### src/design/assert_macros.svh
// Assertion macros shared by the LCD write sequencer RTL.
// Depends on nothing; each macro expands to one labeled concurrent assertion.
`ifndef ASSERT_MACROS_SVH
`define ASSERT_MACROS_SVH

// The consequent must hold in the same cycle as the antecedent.
`define ASSERT_SAME(label, clk, rst_n, ante, cons, msg) \
    label: assert property (@(posedge clk) disable iff (!rst_n) (ante) |-> (cons)) \
        else $error(msg);

// The consequent must hold in the cycle after the antecedent.
`define ASSERT_NEXT(label, clk, rst_n, ante, cons, msg) \
    label: assert property (@(posedge clk) disable iff (!rst_n) (ante) |=> (cons)) \
        else $error(msg);

`endif

### src/design/clw_pkg.sv
// Package for the character LCD write sequencer: request codes, LCD bytes,
// sizes and the structs shared by the top level and the BCD pipeline.
// Depends on nothing.
package clw_pkg;

    typedef enum logic [2:0] {
        CMD_RAW    = 3'd0,
        CMD_CHAR   = 3'd1,
        CMD_SETPOS = 3'd2,
        CMD_NUM    = 3'd3,
        CMD_NUMPOS = 3'd4,
        CMD_CLEAR  = 3'd5,
        CMD_INIT   = 3'd6
    } cmd_t;

    localparam logic [7:0] LCD_FUNC_SET   = 8'h38;
    localparam logic [7:0] LCD_DISP_ON    = 8'h0C;
    localparam logic [7:0] LCD_ENTRY_MODE = 8'h06;
    localparam logic [7:0] LCD_DISP_CLEAR = 8'h01;
    localparam logic [7:0] LCD_ROW0_ADDR  = 8'h80;
    localparam logic [7:0] LCD_ROW1_ADDR  = 8'hC0;
    localparam logic [7:0] ASCII_ZERO     = 8'd48;

    localparam logic RS_INSTR = 1'b0;
    localparam logic RS_DATA  = 1'b1;

    localparam int DEF_NUMBER_BITS = 16;
    localparam int DEF_COLUMNS     = 16;

    localparam int NUM_W      = 16;
    localparam int DIGITS     = 5;
    localparam int BCD_W      = 4 * DIGITS;
    localparam int FIXED_MAX  = 5;
    localparam int MAX_WRITES = 6;
    localparam int WR_CNT_W   = $clog2(MAX_WRITES + 1);
    localparam int WR_IDX_W   = $clog2(MAX_WRITES);
    localparam int FIX_CNT_W  = $clog2(FIXED_MAX + 1);
    localparam int DD_STAGES  = 4;
    localparam int DD_STEPS   = NUM_W / DD_STAGES;

    typedef struct packed {
        logic       rs;
        logic [7:0] data;
    } lcd_write_t;

    typedef struct packed {
        logic                           with_num;
        logic [FIX_CNT_W-1:0]           n_fixed;
        lcd_write_t [FIXED_MAX-1:0]     fixed;
    } req_t;

endpackage

### src/design/clw_bcd_pipe.sv
// Stalling double-dabble pipeline that turns a 16-bit value into five BCD
// digits while carrying the decoded request alongside. Depends on clw_pkg.
module clw_bcd_pipe
    import clw_pkg::*;
(
    input  logic             clk,
    input  logic             rst_n,
    input  logic             in_valid,
    output logic             in_ready,
    input  req_t             in_req,
    input  logic [NUM_W-1:0] in_value,
    output logic             out_valid,
    input  logic             out_ready,
    output req_t             out_req,
    output logic [BCD_W-1:0] out_bcd
);

    localparam int WORK_W = BCD_W + NUM_W;

    function automatic logic [WORK_W-1:0] dd_step(input logic [WORK_W-1:0] w);
        logic [WORK_W-1:0] t;
        t = w;
        for (int d = 0; d < DIGITS; d++)
        begin
            if (t[NUM_W + 4 * d +: 4] >= 4'd5)
            begin
                t[NUM_W + 4 * d +: 4] = t[NUM_W + 4 * d +: 4] + 4'd3;
            end
        end
        return t << 1;
    endfunction

    logic [DD_STAGES-1:0] valid_reg;
    logic [DD_STAGES-1:0] valid_next;
    req_t                 req_reg  [DD_STAGES];
    req_t                 req_next [DD_STAGES];
    logic [WORK_W-1:0]    work_reg [DD_STAGES];
    logic [WORK_W-1:0]    work_next[DD_STAGES];
    logic [DD_STAGES:0]   can_load;

    always_comb
    begin
        can_load[DD_STAGES] = out_ready;
        for (int i = DD_STAGES - 1; i >= 0; i--)
        begin
            can_load[i] = !valid_reg[i] || can_load[i + 1];
        end
    end

    always_comb
    begin
        logic [WORK_W-1:0] w;
        for (int i = 0; i < DD_STAGES; i++)
        begin
            if (i == 0)
            begin
                w             = {{BCD_W{1'b0}}, in_value};
                req_next[i]   = in_req;
                valid_next[i] = can_load[i] ? in_valid : valid_reg[i];
            end
            else
            begin
                w             = work_reg[i - 1];
                req_next[i]   = req_reg[i - 1];
                valid_next[i] = can_load[i] ? valid_reg[i - 1] : valid_reg[i];
            end
            for (int s = 0; s < DD_STEPS; s++)
            begin
                w = dd_step(w);
            end
            work_next[i] = w;
        end
    end

    always_ff @(posedge clk or negedge rst_n)
    begin
        if (!rst_n)
        begin
            valid_reg <= '0;
        end
        else
        begin
            valid_reg <= valid_next;
        end
    end

    always_ff @(posedge clk)
    begin
        for (int i = 0; i < DD_STAGES; i++)
        begin
            if (can_load[i])
            begin
                req_reg[i]  <= req_next[i];
                work_reg[i] <= work_next[i];
            end
        end
    end

    assign in_ready  = can_load[0];
    assign out_valid = valid_reg[DD_STAGES - 1];
    assign out_req   = req_reg[DD_STAGES - 1];
    assign out_bcd   = work_reg[DD_STAGES - 1][WORK_W-1 -: BCD_W];

endmodule

### src/design/char_lcd_write_sequencer.sv
// Top level of the character LCD write sequencer: request decode, BCD
// pipeline and the write emitter. Depends on clw_pkg, clw_bcd_pipe and
// assert_macros.svh.
//
// A request is taken at a rising edge where start is high and busy is low.
// Each request produces zero to six LCD bus writes. Every write sits on
// reg_select, bus_byte and last for exactly one cycle with strobe high;
// last marks the final write of the request. The receiver cannot stall.
// The request is decoded into a short list of fixed writes, then passes a
// four-stage binary-to-BCD pipeline, four shift steps per stage. The
// emitter then sends one write per cycle from its output registers.
// With the emitter idle, a request that is taken moves through the pipeline
// stage registers in order and then into the emitter's output registers,
// from which its first write drives the ports. A request holds the
// emitter until its last write is out, so the emitter sets the rate; busy
// rises when the pipeline behind it is full and the emitter cannot take its
// output. Requests that produce no write leave no trace.
// Reset empties the pipeline and the emitter; no write follows reset.
`include "assert_macros.svh"

module char_lcd_write_sequencer
    import clw_pkg::*;
#(
    parameter int NUMBER_BITS = DEF_NUMBER_BITS,
    parameter int COLUMNS     = DEF_COLUMNS
)
(
    input  logic             clk,
    input  logic             rst_n,
    input  logic             start,
    output logic             busy,
    input  logic [2:0]       cmd,
    input  logic [7:0]       byte_value,
    input  logic [1:0]       row,
    input  logic [4:0]       col,
    input  logic [NUM_W-1:0] number,
    output logic             strobe,
    output logic             reg_select,
    output logic [7:0]       bus_byte,
    output logic             last
);

    localparam int         VAL_BITS  = (NUMBER_BITS < NUM_W) ? NUMBER_BITS : NUM_W;
    localparam logic [4:0] COL_LIMIT = 5'(COLUMNS);

    req_t             dec_req;
    logic [NUM_W-1:0] masked;
    logic             pos_ok;
    logic [7:0]       pos_byte;
    logic             pipe_in_ready;
    logic             pipe_out_valid;
    req_t             pipe_req;
    logic [BCD_W-1:0] pipe_bcd;

    logic [2:0]                  ndig;
    lcd_write_t [DIGITS-1:0]     num_writes;
    lcd_write_t [MAX_WRITES-1:0] pack_list;
    logic [WR_CNT_W-1:0]         pack_cnt;

    logic                        em_valid_reg;
    logic                        em_valid_next;
    lcd_write_t [MAX_WRITES-1:0] em_list_reg;
    lcd_write_t [MAX_WRITES-1:0] em_list_next;
    logic [WR_CNT_W-1:0]         em_cnt_reg;
    logic [WR_CNT_W-1:0]         em_cnt_next;
    logic [WR_IDX_W-1:0]         em_idx_reg;
    logic [WR_IDX_W-1:0]         em_idx_next;
    logic                        em_at_last;
    logic                        em_free;

    always_comb
    begin
        for (int i = 0; i < NUM_W; i++)
        begin
            masked[i] = (i < VAL_BITS) ? number[i] : 1'b0;
        end
    end

    assign pos_ok   = (row <= 2'd1) && (col < COL_LIMIT);
    assign pos_byte = (row[0] ? LCD_ROW1_ADDR : LCD_ROW0_ADDR) | {4'b0000, col[3:0]};

    always_comb
    begin
        dec_req = '0;
        unique case (cmd_t'(cmd))
            CMD_RAW:
            begin
                dec_req.n_fixed  = FIX_CNT_W'(1);
                dec_req.fixed[0] = '{rs: RS_INSTR, data: byte_value};
            end
            CMD_CHAR:
            begin
                dec_req.n_fixed  = FIX_CNT_W'(1);
                dec_req.fixed[0] = '{rs: RS_DATA, data: byte_value};
            end
            CMD_SETPOS:
            begin
                dec_req.n_fixed  = pos_ok ? FIX_CNT_W'(1) : FIX_CNT_W'(0);
                dec_req.fixed[0] = '{rs: RS_INSTR, data: pos_byte};
            end
            CMD_NUM:
            begin
                dec_req.with_num = 1'b1;
            end
            CMD_NUMPOS:
            begin
                dec_req.with_num = pos_ok;
                dec_req.n_fixed  = pos_ok ? FIX_CNT_W'(1) : FIX_CNT_W'(0);
                dec_req.fixed[0] = '{rs: RS_INSTR, data: pos_byte};
            end
            CMD_CLEAR:
            begin
                dec_req.n_fixed  = FIX_CNT_W'(2);
                dec_req.fixed[0] = '{rs: RS_INSTR, data: LCD_DISP_CLEAR};
                dec_req.fixed[1] = '{rs: RS_INSTR, data: LCD_ROW0_ADDR};
            end
            CMD_INIT:
            begin
                dec_req.n_fixed  = FIX_CNT_W'(5);
                dec_req.fixed[0] = '{rs: RS_INSTR, data: LCD_FUNC_SET};
                dec_req.fixed[1] = '{rs: RS_INSTR, data: LCD_DISP_ON};
                dec_req.fixed[2] = '{rs: RS_INSTR, data: LCD_ENTRY_MODE};
                dec_req.fixed[3] = '{rs: RS_INSTR, data: LCD_DISP_CLEAR};
                dec_req.fixed[4] = '{rs: RS_INSTR, data: LCD_ROW0_ADDR};
            end
            default:
            begin
                dec_req = '0;
            end
        endcase
    end

    clw_bcd_pipe u_bcd_pipe (
        .clk       (clk),
        .rst_n     (rst_n),
        .in_valid  (start),
        .in_ready  (pipe_in_ready),
        .in_req    (dec_req),
        .in_value  (masked),
        .out_valid (pipe_out_valid),
        .out_ready (em_free),
        .out_req   (pipe_req),
        .out_bcd   (pipe_bcd)
    );

    assign busy = !pipe_in_ready;

    always_comb
    begin
        priority if (pipe_bcd[16 +: 4] != 4'd0) ndig = 3'd5;
        else if (pipe_bcd[12 +: 4] != 4'd0)     ndig = 3'd4;
        else if (pipe_bcd[8 +: 4] != 4'd0)      ndig = 3'd3;
        else if (pipe_bcd[4 +: 4] != 4'd0)      ndig = 3'd2;
        else                                     ndig = 3'd1;
    end

    always_comb
    begin
        logic [2:0] sel;
        logic [3:0] digit;
        for (int k = 0; k < DIGITS; k++)
        begin
            sel   = ndig - 3'(k) - 3'd1;
            digit = (3'(k) < ndig) ? pipe_bcd[4 * sel +: 4] : 4'd0;
            num_writes[k] = '{rs: RS_DATA, data: ASCII_ZERO + {4'b0000, digit}};
        end
    end

    always_comb
    begin
        pack_list = '0;
        if (pipe_req.with_num)
        begin
            if (pipe_req.n_fixed != '0)
            begin
                pack_list[0] = pipe_req.fixed[0];
                for (int k = 0; k < DIGITS; k++)
                begin
                    pack_list[k + 1] = num_writes[k];
                end
            end
            else
            begin
                for (int k = 0; k < DIGITS; k++)
                begin
                    pack_list[k] = num_writes[k];
                end
            end
            pack_cnt = WR_CNT_W'(pipe_req.n_fixed) + WR_CNT_W'(ndig);
        end
        else
        begin
            for (int k = 0; k < FIXED_MAX; k++)
            begin
                pack_list[k] = pipe_req.fixed[k];
            end
            pack_cnt = WR_CNT_W'(pipe_req.n_fixed);
        end
    end

    assign em_at_last = (WR_CNT_W'(em_idx_reg) == em_cnt_reg - WR_CNT_W'(1));
    assign em_free    = !em_valid_reg || em_at_last;

    always_comb
    begin
        em_valid_next = em_valid_reg;
        em_list_next  = em_list_reg;
        em_cnt_next   = em_cnt_reg;
        em_idx_next   = em_idx_reg;
        priority if (pipe_out_valid && em_free)
        begin
            em_valid_next = (pack_cnt != '0);
            em_list_next  = pack_list;
            em_cnt_next   = pack_cnt;
            em_idx_next   = '0;
        end
        else if (em_valid_reg && em_at_last)
        begin
            em_valid_next = 1'b0;
        end
        else if (em_valid_reg)
        begin
            em_idx_next = em_idx_reg + WR_IDX_W'(1);
        end
    end

    always_ff @(posedge clk or negedge rst_n)
    begin
        if (!rst_n)
        begin
            em_valid_reg <= 1'b0;
            em_cnt_reg   <= '0;
            em_idx_reg   <= '0;
        end
        else
        begin
            em_valid_reg <= em_valid_next;
            em_cnt_reg   <= em_cnt_next;
            em_idx_reg   <= em_idx_next;
        end
    end

    always_ff @(posedge clk)
    begin
        em_list_reg <= em_list_next;
    end

    assign strobe     = em_valid_reg;
    assign reg_select = em_list_reg[em_idx_reg].rs;
    assign bus_byte   = em_list_reg[em_idx_reg].data;
    assign last       = em_valid_reg && em_at_last;

    `ASSERT_NEXT(a_run_no_gap, clk, rst_n, strobe && !last, strobe, "write run broke off before last")
    `ASSERT_SAME(a_cnt_range, clk, rst_n, strobe, (em_cnt_reg != '0) && (em_cnt_reg <= WR_CNT_W'(MAX_WRITES)), "emitter count out of range")
    `ASSERT_NEXT(a_idle_after_last, clk, rst_n, strobe && last && !pipe_out_valid, !strobe, "write appeared without a request")
    `ASSERT_NEXT(a_idx_advance, clk, rst_n, strobe && !last, em_idx_reg == $past(em_idx_reg) + WR_IDX_W'(1), "write index skipped")

endmodule

### config.mk
export PLATFORM = sky130hd
export DESIGN_NAME = char_lcd_write_sequencer
export DESIGN_NICKNAME = d
export VERILOG_FILES = /design/src/design/clw_pkg.sv /design/src/design/clw_bcd_pipe.sv /design/src/design/char_lcd_write_sequencer.sv
export VERILOG_INCLUDE_DIRS = /design/src /design/src/design
export SDC_FILE = /design/constraint.sdc
export NUM_CORES = 1
export LEC_CHECK = 0
export BUFFER_PORTS_ARGS = -buffer_cell sky130_fd_sc_hd__buf_2
export CAP_MARGIN = 20
export CORE_UTILIZATION = 55
export CTS_CLUSTER_DIAMETER = 120
export DETAILED_ROUTE_END_ITERATION = 7
export PLACE_DENSITY = 0.78
export SYNTH_ARGS = -nofsm -noshare
export SYNTH_HDL_FRONTEND = slang
export SYNTH_SLANG_ARGS = --single-unit
### constraint.sdc
create_clock -name clk -period 10.1 [get_ports clk]
set_input_delay 1.01 -clock clk [delete_from_list [all_inputs] [get_ports clk]]
set_output_delay 1.01 -clock clk [all_outputs]
set_load 0.01 [all_outputs]
Yosys cells after proc, flatten, opt, wreduce, memory -nomap -nowiden
Memory sizes are Yosys's and may differ from the RTL's.
Cells that the tools add are included.
W data, S select, Z words.

word-level totals
  bits in writable memories = 324
  register bits after elaboration = 65
  output and inout port bits = 12
  word-level logic and storage cells = 319
  input port bits = 37
  memories = 2

cells by class
  reductions and logical operators = 27
  equality and inequality tests = 8
  add/sub/neg operators = 82
  shift-type cells = 5
  $lt $le $gt $ge = 74
  bitwise gates (word level) = 1
  muxes and demuxes = 101

memory list
  name                 words  width  read ports  clocked after Yosys merged registers in  write ports  line                RTL
  u_bcd_pipe.req_reg   4      49     4           0                                        4            clw_bcd_pipe.sv:35  req_t req_reg [DD_STAGES];
  u_bcd_pipe.work_reg  4      32     4           0                                        4            clw_bcd_pipe.sv:37  logic [WORK_W-1:0] work_reg [DD_STAGES];

operators by type and width
  operator               count
  $ge A4 B3 Y1 const B   63
  $mux W4                58
  $add A4 B2 Y4 const B  51
  $shiftx A20 B6 Y4      5
  $mux W3                19
  $mux W45               1
  $pmux W9 S5            1
  $mux W43               1
  $add A3 B2 Y3 const B  12
  $add A6 B4 Y7 const A  5
  $bmux W9 S3            1
  $mux W26               1
  $mux W9                2
  $sub A3 B1 Y3 const B  6
  $pmux W8 S2            1
  $reduce_bool A4 Y1     4
  $pmux W3 S4            1
  $mux W1                11
  $eq A3 B3 Y1 const B   3
  $or A8 B4 Y8           1
  $mux W7                1
  $add A1 B2 Y3 const B  2
  $eq A3 B2 Y1 const B   2
  $ge A1 B3 Y1 const B   2
  25 further kinds       44

Depth between registers and ports, before layout
An unclocked memory read counts as a cell.

  word-level depth = 13
  depth in mapped cells = 19
  gate-level depth less buffers = 19

Cells and area by module
From an unflattened synthesis, not the netlist that was laid out.

second synthesis, totals
  cell total of the unflattened synthesis = 1340
  area, all modules = 16340.7 µm²

modules (own cells, without submodules)
  module                    area an instance (µm²)  instances  cells each
  clw_bcd_pipe              12315.6                 1          927
  char_lcd_write_sequencer  4025.1                  1          413

Worst setup path before layout
Ideal clock, no wire load.

  kind = reg2out
  start point = reg em_idx_reg[0]
  end point = out busy
  path buffers = 1
  cell stages (with the launch flop) = 7
  path slack = 6.476 ns
  data arrival time = 2.614 ns
  path through = dfrtp_1 -> clkbuf_1 -> xor2_1 -> a31oi_1 -> and3_1 -> nand3_1 -> inv_1

between the ends
  word-level cells in the longest chain between the ends = 7

ends and longest elaborated chain
  item                             line                             RTL
  start, declared                  char_lcd_write_sequencer.sv:66   logic [WR_IDX_W-1:0] em_idx_reg;
  start signal, assigned           char_lcd_write_sequencer.sv:239  em_idx_reg <= em_idx_next;
  $eq A3 B3 Y1                     char_lcd_write_sequencer.sv:201  assign em_at_last = (WR_CNT_W'(em_idx_reg) == em_cnt_reg - WR_CNT_W'(1));
  $logic_or A1 B1 Y1               char_lcd_write_sequencer.sv:202  assign em_free = !em_valid_reg || em_at_last;
  $logic_or A1 B1 Y1 (4 in a row)  clw_bcd_pipe.sv:46               can_load[i] = !valid_reg[i] || can_load[i + 1];
  $logic_not A1 Y1                 char_lcd_write_sequencer.sv:146  assign busy = !pipe_in_ready;
  end, declared                    char_lcd_write_sequencer.sv:31   output logic busy,

Every way passes these cells.

==> metrics.csv <==
metric;value;unit
Die Area;0.0212;sq mm
Cells after Synth;1132;
Seq/Total Area, Yosys;48.0;%
Root Buffer;clkbuf_16;
# diodes;0;
register area;0.00544;sq mm
Final Hold Fails;0;
Post-CTS Setup Bufs;0;
number of buffers created by CTS;17;
Max clock buf depth;2;
area of the multi-input gates;0.00545;sq mm
Setup Crit Path Kind;flop to flop;
Setup Viol. Count Final;0;
flip-flop count of the largest register after layout;74;
Rel. slew slack;32.0;%
reg2reg setup slack;5.83;ns
crit path launch;u_bcd_pipe.work_reg[3][29]$_DFFE_PP_;
Synth area leaders;edfxtp_1 (46%), nand2_1 (4.6%), ha_1 (4.5%);
post-CTS sizing;0;
post-synth top area cell;edfxtp_1;
Max FO, Critical Path;26;
Setup crit end;em_list_reg[20]$_DFFE_PP_;
Post-synth top flop;edfxtp_1;
Residual DRC;1;
die width;145;um
FF+latch count, synth;183;
wire length of the first global-routing pass;36.0;mm
Hold-fix buffers, CTS;0;
vias in the first global route;7722;
slew at the pin closest to its max-slew limit;1.01;ns
gr ovfl total;0;
commonest non-fill, non-tap cell in the layout;edfxtp_1;
H-tree depth;4;
Worst Setup End Kind;flop;
CTS tree;yes;
min cycle time layout;4.27;ns
worst reg2reg endpoint;em_list_reg[20]$_DFFE_PP_;
hpwl dp;15.2;mm
detailed-route wire length per cell;15.0;um
worst r2r src;u_bcd_pipe.work_reg[3][29]$_DFFE_PP_;
Post-Syn Area;0.0113;sq mm
Post-synth EDFFs;172;
Worst-Skew Late Latency;0.44;ns
I/O Pins;49;
Data arrival, critical path;4.42;ns
Core ar.;0.0202;sq mm
IO buf count;48;
Routed WL;21.6;mm
Initial Util;56.0;%
crit share post-route;42.3;%
Yosys Warn Count;0;
Die Span Y;145;um
Syn Nets;1211;
Fillers;1587;
Synth top area share;45.6;%
fin. max-slew vios;0;
Starting DRT DRC Count;711;
DP Area;0.0117;sq mm
Max Fclk;234;MHz
DR vias;8484;
Post-synth ARST share;6.01;%
clk_skew;0.0135;ns
synthesis-to-layout area growth;9.11;%
CP startpoint kind;flop;
max cap viols;0;
initial antenna violation count;0;
largest net degree at the start of global routing;38;
syn avg cell area;10.0;sq um
Final #Nets;1236;
gr usage total;20.7;%
placer's final routability congestion estimate;0.974;
unrepaired setup endpoints after global routing;false;
failing checks;design-rule violations;
Worst EP required;10.25;ns
DRT Pass-1 Iters;8;
row cnt;52;
Final Cell Area;0.0124;sq mm
ANT nets after route;0;
Setup TNS;0;ns
Sink Count;183;
DR vias/cell;5.89;
Synth cell types;85;
critical hold path startpoint;u_bcd_pipe.work_reg[1][8]$_DFFE_PP_;
CTS clk-pin slew, worst paths;0.08;ns
Reg2Reg Depth;8;
Worst Hold Class;flop to flop;
status;finished with violations;
most frequent cells in the layout;edfxtp_1 (172), nand2_1 (139), o21ai_0 (92);
share of layout cells above drive strength 1;10.9;%
-- final cells by class --
class	count	area share (%)
Clock buffer	17	3.44
Clock inverter	15	1.49
Inverter	63	1.91
Multi-Input combinational cell	839	44.1
Sequential cell	183	44.0
Tap cell	270	2.73
Timing Repair Buffer	53	2.25
-- cell usage after synthesis, types with 6 or more instances --
cell type / n
a211oi_1: 20
a21boi_0: 11
a21o_1: 12
a21oi_1: 80
a22oi_1: 7
a31oi_1: 17
and2_1: 12
and3_1: 11
buf_2: 8
clkbuf_1: 36
dfrtp_1: 11
edfxtp_1: 172
ha_1: 41
inv_1: 61
mux2_2: 12
mux2i_1: 25
nand2_1: 139
nand2b_1: 32
nand3_1: 12
nor2_1: 84
nor2b_1: 6
nor3_1: 22
nor3b_1: 7
o211ai_1: 6
o21a_1: 8
o21ai_0: 92
o21ai_1: 9
o221ai_1: 8
o22ai_1: 22
o32ai_1: 7
xnor2_1: 28
xor2_1: 10
-- metrics by stage --
step                hold WS, ns  worst slack (ns)  utilization [%]  std cells
global route              0.427              5.55             61.1       1440
CTS                       0.420              5.91             61.1       1440
finish                    0.413              5.83             61.1       1440
floorplan                 0.400              6.48                -       1132
detailed placement        0.405              5.92             58.0       1408
global placement          0.400              6.01             58.0       1408
-- how the worst min path moves through the flow --
stage	slack, ns	to	cells after the start
after floorplan	0.40	u_bcd_pipe.req_reg[1][0]$_DFFE_PP_	0
after detailed placement	0.40	u_bcd_pipe.req_reg[1][0]$_DFFE_PP_	0
after global routing	0.43	u_bcd_pipe.req_reg[2][7]$_DFFE_PP_	0
final	0.41	u_bcd_pipe.work_reg[2][12]$_DFFE_PP_	0
after CTS	0.42	u_bcd_pipe.req_reg[3][0]$_DFFE_PP_	0
after global placement	0.40	u_bcd_pipe.work_reg[1][4]$_DFFE_PP_	0
-- worst max-delay path, stage by stage, from the launching register on --
cell      delay [ns]
edfxtp_1        0.44
or4_1           0.76
a21oi_2         0.64
clkinv_1        0.50
ha_1            0.90
nand2b_1        0.27
nor2_1          0.06
o21ai_0         0.25
o221ai_1        0.16
-- per-layer routing --
| metal | global-route usage (%) | routed length (um) |
|---|---|---|
| met4 | 7.32 | 362 |
| met2 | 33.5 | 10300 |
| met5 | 0 | 0 |
| met3 | 3.48 | 1030 |
| met1 | 28.3 | 9900 |
-- kinds of logic (layout without fill, tap and decap cells) --
group,count (synthesis),after routing,share of synthesized area [%]
fa+ha+maj,42,42,4.71
mux,44,44,4.62
buf+inv,110,148,3.80
simple gates,356,356,14.7
xor+xnor,40,40,3.23
compound gates,357,357,20.9
flops,183,183,48.0
Power is not shown: default switching activity piles up to over one toggle a cycle in this logic, so the estimate is an artifact.
